[src/rtl/core/i2f_pkg.sv]
// shared types and constants for the int128 to float converter
package i2f_pkg;
  localparam int unsigned MagW = 128;
  localparam int unsigned PosW = 7;

  // payload of the input channel
  typedef struct packed {
    logic [1:0]  kind;
    logic [63:0] value_low;
    logic [63:0] value_high;
  } in_item_t;

  // payload of the output channel
  typedef struct packed {
    logic [63:0] result_bits;
  } out_item_t;
endpackage

[src/rtl/core/i2f_stream_if.sv]
// valid/ready channel interfaces for the converter
interface i2f_in_if;
  import i2f_pkg::*;
  logic     valid;
  logic     ready;
  in_item_t data;
  modport source (output valid, output data, input ready);
  modport sink (input valid, input data, output ready);
endinterface

interface i2f_out_if;
  import i2f_pkg::*;
  logic      valid;
  logic      ready;
  out_item_t data;
  modport source (output valid, output data, input ready);
  modport sink (input valid, input data, output ready);
endinterface

[src/rtl/core/int128_to_float_convert.sv]
// int128 to binary64/binary32 converter, four-stage pipeline
// Usage: items arrive on in_if (kind, value_low, value_high) and results
// leave on out_if (result_bits). A transfer happens when valid and ready
// are both high. The pipeline has four register stages:
//   stage 1: sign strip and negate to a 128-bit magnitude
//   stage 2: leading-one position by a two-level search
//   stage 3: normalizing shift so the leading one sits at bit 127
//   stage 4: round to nearest-even, exponent and packing
// A result passes the stage 1 to stage 4 registers before out_if.valid, and one item
// is taken per cycle while out_if.ready stays high, limited by no unit in the datapath.
// When the receiver stalls, stage 4 holds, and an earlier stage holds only once
// all after it are full: in_if.ready falls only once every stage holds a valid
// item; nothing is lost or repeated, and stages advance into empty slots.
// Reset clears all valid bits; payload registers are not reset.
// Zero gives +0, and a binary32 result rounding to 2^128 is infinity.
module int128_to_float_convert
  import i2f_pkg::*;
(
  input logic clk_i,
  input logic rst_ni,
  i2f_in_if.sink    in_if,
  i2f_out_if.source out_if
);

  // stage valid bits and advance enables
  logic v1_q, v2_q, v3_q, v4_q;
  logic en1, en2, en3, en4;
  assign en4 = !v4_q || out_if.ready;
  assign en3 = !v3_q || en4;
  assign en2 = !v2_q || en3;
  assign en1 = !v1_q || en2;
  assign in_if.ready = en1;

  // stage 1: magnitude
  logic [MagW-1:0] mag1_d, mag1_q;
  logic            neg1_d, neg1_q, sgl1_q;
  always_comb begin
    neg1_d = in_if.data.kind[1] && in_if.data.value_high[63];
    mag1_d = {in_if.data.value_high, in_if.data.value_low};
    if (neg1_d) mag1_d = ~mag1_d + MagW'(1);
  end

  // stage 2: leading-one search, highest nonzero 16-bit group then the bit within it
  logic [MagW-1:0] mag2_q;
  logic            neg2_q, sgl2_q, nz2_q;
  logic [PosW-1:0] pos2_d, pos2_q;
  always_comb begin
    logic [3:0] grp;
    logic [3:0] sub;
    grp = '0;
    sub = '0;
    for (int g = 0; g < 8; g++) begin
      if (mag1_q[g*16 +: 16] != 16'd0) grp = 4'(g);
    end
    for (int b = 0; b < 16; b++) begin
      if (mag1_q[grp[2:0]*16 + b]) sub = 4'(b);
    end
    pos2_d = {grp[2:0], sub};
  end

  // stage 3: normalize, leading one at bit 127
  logic [MagW-1:0] nrm3_d, nrm3_q;
  logic [PosW-1:0] pos3_q;
  logic            neg3_q, sgl3_q, nz3_q;
  assign nrm3_d = mag2_q << (PosW'(MagW - 1) - pos2_q);

  // stage 4: round and pack
  logic [63:0] res4_d, res4_q;
  always_comb begin
    logic [53:0] sig;
    logic [24:0] sig_s;
    logic        rb, st;
    logic [10:0] ed;
    logic [8:0]  es;
    logic [PosW:0] p;
    res4_d = '0;
    sig = '0;
    sig_s = '0;
    rb = 1'b0;
    st = 1'b0;
    ed = '0;
    es = '0;
    p = {1'b0, pos3_q};
    if (!sgl3_q) begin
      rb = nrm3_q[74];
      st = |nrm3_q[73:0];
      sig = {1'b0, nrm3_q[127:75]};
      if (rb && (st || sig[0])) sig = sig + 54'd1;
      if (sig[53]) p = p + 8'd1;
      ed = 11'(p) + 11'd1023;
      res4_d = {neg3_q, ed, sig[53] ? sig[52:1] : sig[51:0]};
    end else begin
      rb = nrm3_q[103];
      st = |nrm3_q[102:0];
      sig_s = {1'b0, nrm3_q[127:104]};
      if (rb && (st || sig_s[0])) sig_s = sig_s + 25'd1;
      if (sig_s[24]) p = p + 8'd1;
      es = 9'(p) + 9'd127;
      if (es >= 9'd255) res4_d = {32'd0, neg3_q, 8'hFF, 23'd0};
      else res4_d = {32'd0, neg3_q, es[7:0], sig_s[24] ? sig_s[23:1] : sig_s[22:0]};
    end
    if (!nz3_q) res4_d = '0;
  end

  // valid bits
  always_ff @(posedge clk_i or negedge rst_ni) begin
    if (!rst_ni) begin
      v1_q <= 1'b0;
      v2_q <= 1'b0;
      v3_q <= 1'b0;
      v4_q <= 1'b0;
    end else begin
      if (en1) v1_q <= in_if.valid;
      if (en2) v2_q <= v1_q;
      if (en3) v3_q <= v2_q;
      if (en4) v4_q <= v3_q;
    end
  end

  // payload registers
  always_ff @(posedge clk_i) begin
    if (en1) begin
      mag1_q <= mag1_d;
      neg1_q <= neg1_d;
      sgl1_q <= in_if.data.kind[0];
    end
    if (en2) begin
      mag2_q <= mag1_q;
      neg2_q <= neg1_q;
      sgl2_q <= sgl1_q;
      nz2_q  <= mag1_q != '0;
      pos2_q <= pos2_d;
    end
    if (en3) begin
      nrm3_q <= nrm3_d;
      pos3_q <= pos2_q;
      neg3_q <= neg2_q;
      sgl3_q <= sgl2_q;
      nz3_q  <= nz2_q;
    end
    if (en4) res4_q <= res4_d;
  end

  assign out_if.valid = v4_q;
  assign out_if.data.result_bits = res4_q;

  // a stalled result holds
  a_hold: assert property (@(posedge clk_i) disable iff (!rst_ni)
    v4_q && !out_if.ready |=> v4_q && $stable(res4_q))
    else $error("stalled result changed");
  // ready drops only when the pipe is full
  a_full: assert property (@(posedge clk_i) disable iff (!rst_ni)
    !in_if.ready |-> v1_q && v2_q && v3_q && v4_q)
    else $error("ready low with a bubble");
  // single results keep upper bits zero
  a_sgl: assert property (@(posedge clk_i) disable iff (!rst_ni)
    en4 && v3_q && sgl3_q |=> res4_q[63:32] == 32'd0)
    else $error("single result upper bits set");
endmodule

[src/flat_wrapper.sv]
// flat-port wrapper written by rule: the top's interface ports become plain ports
module int128_to_float_convert_flat import i2f_pkg::*;
  (clk_i, rst_ni, in_if_valid, in_if_data, in_if_ready, out_if_valid, out_if_data, out_if_ready);
  i2f_in_if in_if_i ();
  i2f_out_if out_if_i ();
  input logic clk_i;
  input logic rst_ni;
  input wire logic [$bits(in_if_i.valid)-1:0] in_if_valid;
  input wire logic [$bits(in_if_i.data)-1:0] in_if_data;
  output wire logic [$bits(in_if_i.ready)-1:0] in_if_ready;
  output wire logic [$bits(out_if_i.valid)-1:0] out_if_valid;
  output wire logic [$bits(out_if_i.data)-1:0] out_if_data;
  input wire logic [$bits(out_if_i.ready)-1:0] out_if_ready;
  assign in_if_i.valid = in_if_valid;
  assign in_if_i.data = in_if_data;
  assign in_if_ready = in_if_i.ready;
  assign out_if_valid = out_if_i.valid;
  assign out_if_data = out_if_i.data;
  assign out_if_i.ready = out_if_ready;
  int128_to_float_convert u_core (.clk_i(clk_i), .rst_ni(rst_ni), .in_if(in_if_i), .out_if(out_if_i));
endmodule
[config.mk]
export PLATFORM = sky130hd
export DESIGN_NAME = int128_to_float_convert_flat
export DESIGN_NICKNAME = d
export VERILOG_FILES = /design/src/rtl/core/i2f_pkg.sv /design/src/rtl/core/i2f_stream_if.sv /design/src/rtl/core/int128_to_float_convert.sv /design/src/flat_wrapper.sv
export SDC_FILE = /design/constraint.sdc
export NUM_CORES = 1
export LEC_CHECK = 0
export BUFFER_PORTS_ARGS = -buffer_cell sky130_fd_sc_hd__buf_4
export CAP_MARGIN = 15
export CORE_MARGIN = 2
export CORE_UTILIZATION = 30
export DETAILED_ROUTE_END_ITERATION = 6
export GPL_ROUTABILITY_DRIVEN = 0
export SLEW_MARGIN = 20
export SYNTH_ARGS = -nofsm -noshare
export SYNTH_HDL_FRONTEND = slang
export SYNTH_SLANG_ARGS = --single-unit
[constraint.sdc]
create_clock -name clk_i -period 15.1 [get_ports clk_i]
set_input_delay 1.51 -clock clk_i [delete_from_list [all_inputs] [get_ports clk_i]]
set_output_delay 1.51 -clock clk_i [all_outputs]
set_load 0.1 [all_outputs]
; ---- After elaboration in Yosys (flattened, before gate mapping)
; Cells that the tools add are included.
[totals]
output_inout_bits = 66
inputBits = 134
word_cells = 152
reg_bits = 474
[classes]
bitwise = 1
n_addsub = 22
shift = 1
n_reduce_logical = 26
n_mux = 64
order_cmp = 16
[op_table]
columns = op, n
row1 = $lt A32 B8 Y1 const B, 15
row2 = $add A128 B1 Y128 const B, 1
row3 = $mux W128, 1
row4 = $not A128 Y128, 1
row5 = $reduce_bool A128 Y1, 1
row6 = $shl A128 B7 Y128, 1
row7 = $reduce_bool A16 Y1, 7
row8 = $mux W54, 2
row9 = $bmux W1 S7, 15
row10 = $reduce_or A103 Y1, 1
row11 = $reduce_or A74 Y1, 1
row12 = $add A7 B4 Y8 const B, 8
row13 = $mux W64, 1
row14 = $add A53 B1 Y54 const B, 1
row15 = $mux W52, 1
row16 = $mux W25, 2
row17 = $mux W3, 12
row18 = $add A7 B3 Y8 const B, 4
row19 = $mux W8, 4
row20 = $mux W31, 1
row21 = $add A24 B1 Y25 const B, 1
row22 = $mux W23, 1
row23 = $mux W1, 18
row24 = $add A7 B1 Y8 const B, 2
row25 = 12 further kinds, 28

; ---- Depth between registers and ports, before layout
[depth]
word_depth = 25
ltp_mapped = 16
ltp_nobuf = 14

; ---- Least setup slack after synthesis
; No wires, ideal clock.
[synth_path]
path_kind = in2reg
start = in out_if_ready
end = reg u_core.mag1_q[0] (enable)
setup_ps = 2071
path_buffers = 0
slack_ps = 6861
stages = 2
arrival_time_ps = 6167
path_cell_list = nor2b_1 nand4_1
[synth_between]
elab_chain_cells = 4
[synth_lines]
columns = item, line_no
row1 = start: declaration, flat_wrapper.sv:13  ; input wire logic [$bits(out_if_i.ready)-1:0] out_if_ready;
row2 = $logic_or A1 B1 Y1, int128_to_float_convert.sv:28  ; assign en4 = !v4_q || out_if.ready;
row3 = $logic_or A1 B1 Y1, int128_to_float_convert.sv:29  ; assign en3 = !v3_q || en4;
row4 = $logic_or A1 B1 Y1, int128_to_float_convert.sv:30  ; assign en2 = !v2_q || en3;
row5 = $logic_or A1 B1 Y1, int128_to_float_convert.sv:31  ; assign en1 = !v1_q || en2;
row6 = named net in_if_ready, flat_wrapper.sv:10  ; output wire logic [$bits(in_if_i.ready)-1:0] in_if_ready;
row7 = end signal: assignment, int128_to_float_convert.sv:123  ; mag1_q <= mag1_d;
row8 = end: declaration, int128_to_float_convert.sv:35  ; logic [MagW-1:0] mag1_d, mag1_q;
; The timed path passes the listed nets, and every way through them passes these cells.
; A chain may end at the register's enable or synchronous reset.

; ---- Final worst setup path
[layout_path]
start = reg u_core.nrm3_q[104]
end = reg u_core.res4_q[19], in the netlist u_core.out_if.data[19], data pin
[layout_between]
elab_chain_cells = 10
word_cells_on_any_way = 16
[layout_lines]
columns = item, line_no
row1 = start: declaration, int128_to_float_convert.sv:62  ; logic [MagW-1:0] nrm3_d, nrm3_q;
row2 = start signal: assignment, int128_to_float_convert.sv:135  ; nrm3_q <= nrm3_d;
row3 = branches (longest 9 deep; another with $add A24 B1 Y25), -
row4 = $mux W64 (*), int128_to_float_convert.sv:84  ; if (!sgl3_q) begin
row5 = end signal: assignment, int128_to_float_convert.sv:141  ; if (en4) res4_q <= res4_d;
row6 = end: declaration, int128_to_float_convert.sv:68  ; logic [63:0] res4_d, res4_q;
; Every way passes the cells marked *. The select of a mux whose other input is x is not followed.

==> flow_summary.json <==
{
  "post_cts.repair.setup_buffers": 0,
  "chipHeight_um": 324,
  "peakVddDrop_mv": 0.117,
  "min_period_over_period_pct": 31.9,
  "grt_use_total_pct": 18.4,
  "ios": 200,
  "synth_cell_types": 92,
  "clock_latency_ns": 0.63,
  "synth_seq_cells": 474,
  "cts.repair.resized": 0,
  "grt_pass1_wl_um": 147000,
  "synth_async_sr_flop_share_pct": 0.844,
  "p_clk_share_pct": 23.9,
  "wl_per_cell_um": 21.8,
  "synthFlopType": "edfxtp_1",
  "clock_sinks": 474,
  "tns_ns": 0,
  "yosys_warnings": 0,
  "seqPwrFrac_pct": 39.5,
  "critPathLaunchType": "register",
  "cts_tree": "yes",
  "core_mm2": 0.102,
  "drv_slew": 0,
  "internal_power_mw": 3.20,
  "antenna_found_initial": 0,
  "fillers": 10300,
  "cts_max_path_buffers": 3,
  "cp_max_fo": 12,
  "clk_pin_slew_ns": 0.07,
  "via_count": 24600,
  "synth_top_area_share_pct": 45.9,
  "first_pass_iters": 6,
  "numCtsBuffers": 52,
  "worstMarginPinSlew_ns": 1.14,
  "via_per_inst": 5.43,
  "worstSetupPathType": "reg2reg",
  "power_switching_mw": 2.12,
  "diodes": 0,
  "drt_wl_total_um": 98600,
  "die_area_mm2": 0.105,
  "ctsHtreeMaxLevel": 2,
  "grt_max_degree": 107,
  "ant_nets": 0,
  "crit_required_ns": 15.55,
  "syn-cell-area_mm2": 0.0308,
  "multi_input_area_mm2": 0.0157,
  "grt_pass1_vias": 23200,
  "maxCapViolations": 0,
  "initial_core_util_pct": 30.2,
  "register_area_mm2": 0.0142,
  "worstHoldPathType": "reg2reg",
  "synth_seq_area_share_pct": 46.2,
  "yosysTopAreaCell": "edfxtp_1",
  "slew_headroom_pct": 23.4,
  "sw_frac_of_total_pct": 39.8,
  "hold_viol_final": 0,
  "drcViolationCount": 0,
  "rsz0062_at_grt": "no",
  "fin_nets": 3250,
  "arrival_ns": 5.27,
  "whs_ns": 0.420,
  "area_growth_pct": 14.3,
  "syn_nets": 3156,
  "synth.area.top_cells": "edfxtp_1, mux4_2, mux2i_1",
  "period_minus_slack_ns": 4.82,
  "power_density_mw_per_mm2": 151,
  "row_count": 117,
  "grt_overflow": 0,
  "synthCells": 3016,
  "clockRootBuffer": "clkbuf_16",
  "io_buffers": 199,
  "setup_viol": 0,
  "status": "finished clean",
  "comb_power_share_pct": 36.7,
  "synth_enable_flop_cells": 470,
  "fin_worst_skew_ns": 0.0282,
  "drt-initial-drc-count": 2563,
  "power.leakage_nw": 12.5,
  "place_hpwl_um": 76200,
  "endpoint_kind": "register",
  "dieWidth_um": 324,
  "max_freq_mhz": 207,
  "drive_above_1_share_pct": 16.3,
  "avgSynthCellArea_um2": 10.2,
  "cts_hold_buf": 0
}
-- sequential cells by signal, summed over array words and instances, names as in the netlist, 7 cells and up --
name,cells
u_core.mag1_q,128
u_core.mag2_q,128
u_core.nrm3_q,128
u_core.out_if.data,64
u_core.pos2_q,7
u_core.pos3_q,7
-- final cells by class --
class / instances / share of cell area [%]
Inverter: 37 / 0.402
Clock buffer: 60 / 3.84
Tap cell: 1368 / 4.86
Multi-Input combinational cell: 2312 / 44.5
Timing Repair Buffer: 233 / 4.99
Clock inverter: 37 / 0.978
Sequential cell: 474 / 40.4
-- cell usage after synthesis (5+ instances only) --
master,number
nand2b_1,22
xnor2_1,113
or2_2,13
o41ai_1,5
mux2i_1,174
nor4_4,5
nand3_1,57
nor3_1,48
a211oi_1,16
and4_1,15
inv_1,33
clkbuf_1,113
or4_1,11
buf_2,22
o22ai_1,31
nand4_1,37
nand2_1,421
mux2_2,31
a31oi_1,21
and2_1,35
a2111oi_0,5
o221ai_1,5
o21ai_0,244
buf_4,6
and3_1,28
mux4_2,103
xor2_1,90
a21oi_1,155
a21boi_0,5
a31o_2,5
o211ai_1,44
or3_1,34
o21a_1,5
nor2_1,314
edfxtp_1,470
ha_1,6
o31ai_1,20
nor2b_1,23
nand3b_1,5
nor4_1,78
buf_1,48
o22a_1,5
-- worst max-delay path: stages (launching register included) --
cell,delay (ns)
edfxtp_1,0.52
ha_1,0.29
nand3_1,0.11
nor3_2,0.40
nand4_4,0.20
a21oi_1,0.87
mux2i_1,0.29
ha_1,0.30
inv_1,0.14
nor4_2,0.33
xnor2_1,0.13
and3_4,0.18
o21ai_0,0.07
nand4_1,0.46
o21ai_0,0.36
-- kinds of logic (layout without fill, tap and decap cells) --
kind of cell	after synthesis	in the layout	synth area share (%)
compound gates	618	618	12.1
buf+inv	230	367	3.00
fa+ha+maj	6	6	0.244
xor+xnor	203	203	5.78
flops	474	474	46.2
mux	308	308	14.3
simple gates	1177	1177	18.4
-- per-stage QoR --
stage,util [%],worst slack [ns],cells,cell area (µm²),total power [mW]
2_1_floorplan,-,6.86,3016,30800,3.38
3_3_place_gp,32.9,10.33,4424,33500,4.03
3_5_place_dp,32.9,10.28,4424,33500,4.04
4_1_cts,34.6,10.29,4521,35200,5.31
5_1_grt,34.6,9.88,4521,35200,5.56
6_report,34.6,10.28,4521,35200,5.32
-- metal layers --
| metal | track usage (%) | part of all wire [%] | vias up |
|---|---|---|---|
| li1 | - | - | 11500 |
| met5 | 0 | 0 | - |
| met4 | 7.73 | 4.5 | 0 |
| met1 | 25.3 | 44 | 11700 |
| met3 | 2.58 | 7.3 | 214 |
| met2 | 29.0 | 45 | 1184 |
-- power by group through the flow --
| stage | registers, mW | logic, mW | clock network [mW] |
|---|---|---|---|
| 4_1_cts | 2.10 | 1.92 | 1.29 |
| 2_1_floorplan | 2.28 | 1.10 | 0 |
| 3_5_place_dp | 2.12 | 1.91 | 0 |
| 3_3_place_gp | 2.12 | 1.91 | 0 |
| 5_1_grt | 2.13 | 2.08 | 1.35 |
| 6_report | 2.10 | 1.95 | 1.27 |
-- placed cells by master, fill, tap and decap left out, drive strengths merged, types with 42 or more instances in the layout --
| master | n |
|---|---|
| edfxtp | 470 |
| nand2 | 423 |
| nor2 | 315 |
| o21ai | 248 |
| buf | 233 |
| mux2i | 174 |
| a21oi | 155 |
| xnor2 | 113 |
| mux4 | 103 |
| xor2 | 90 |
| nor4 | 84 |
| clkbuf | 60 |
| nand3 | 58 |
| nor3 | 53 |
| o211ai | 44 |
| inv | 42 |
-- final timing paths --
| path | end | cells past startpoint | slack, ns | startpoint |
|---|---|---|---|---|
| setup / recovery | u_core.out_if.data[19]$_SDFFCE_PN0P_ | 14 | 10.28 | u_core.nrm3_q[104]$_DFFE_PP_ |
| hold / removal | u_core.sgl2_q$_DFFE_PP_ | 0 | 0.42 | u_core.sgl1_q$_DFFE_PP_ |
| setup reg to reg | u_core.out_if.data[19]$_SDFFCE_PN0P_ | 14 | 10.28 | u_core.nrm3_q[104]$_DFFE_PP_ |
| hold reg to reg | u_core.sgl2_q$_DFFE_PP_ | 0 | 0.42 | u_core.sgl1_q$_DFFE_PP_ |
| max in group asynchronous | u_core.out_if.valid$_DFFE_PN0P_ | 1 | 14.33 | rst_ni |
| min in group asynchronous | u_core.v1_q$_DFFE_PN0P_ | 1 | 0.67 | rst_ni |
Power figures use the tool's default switching activity.
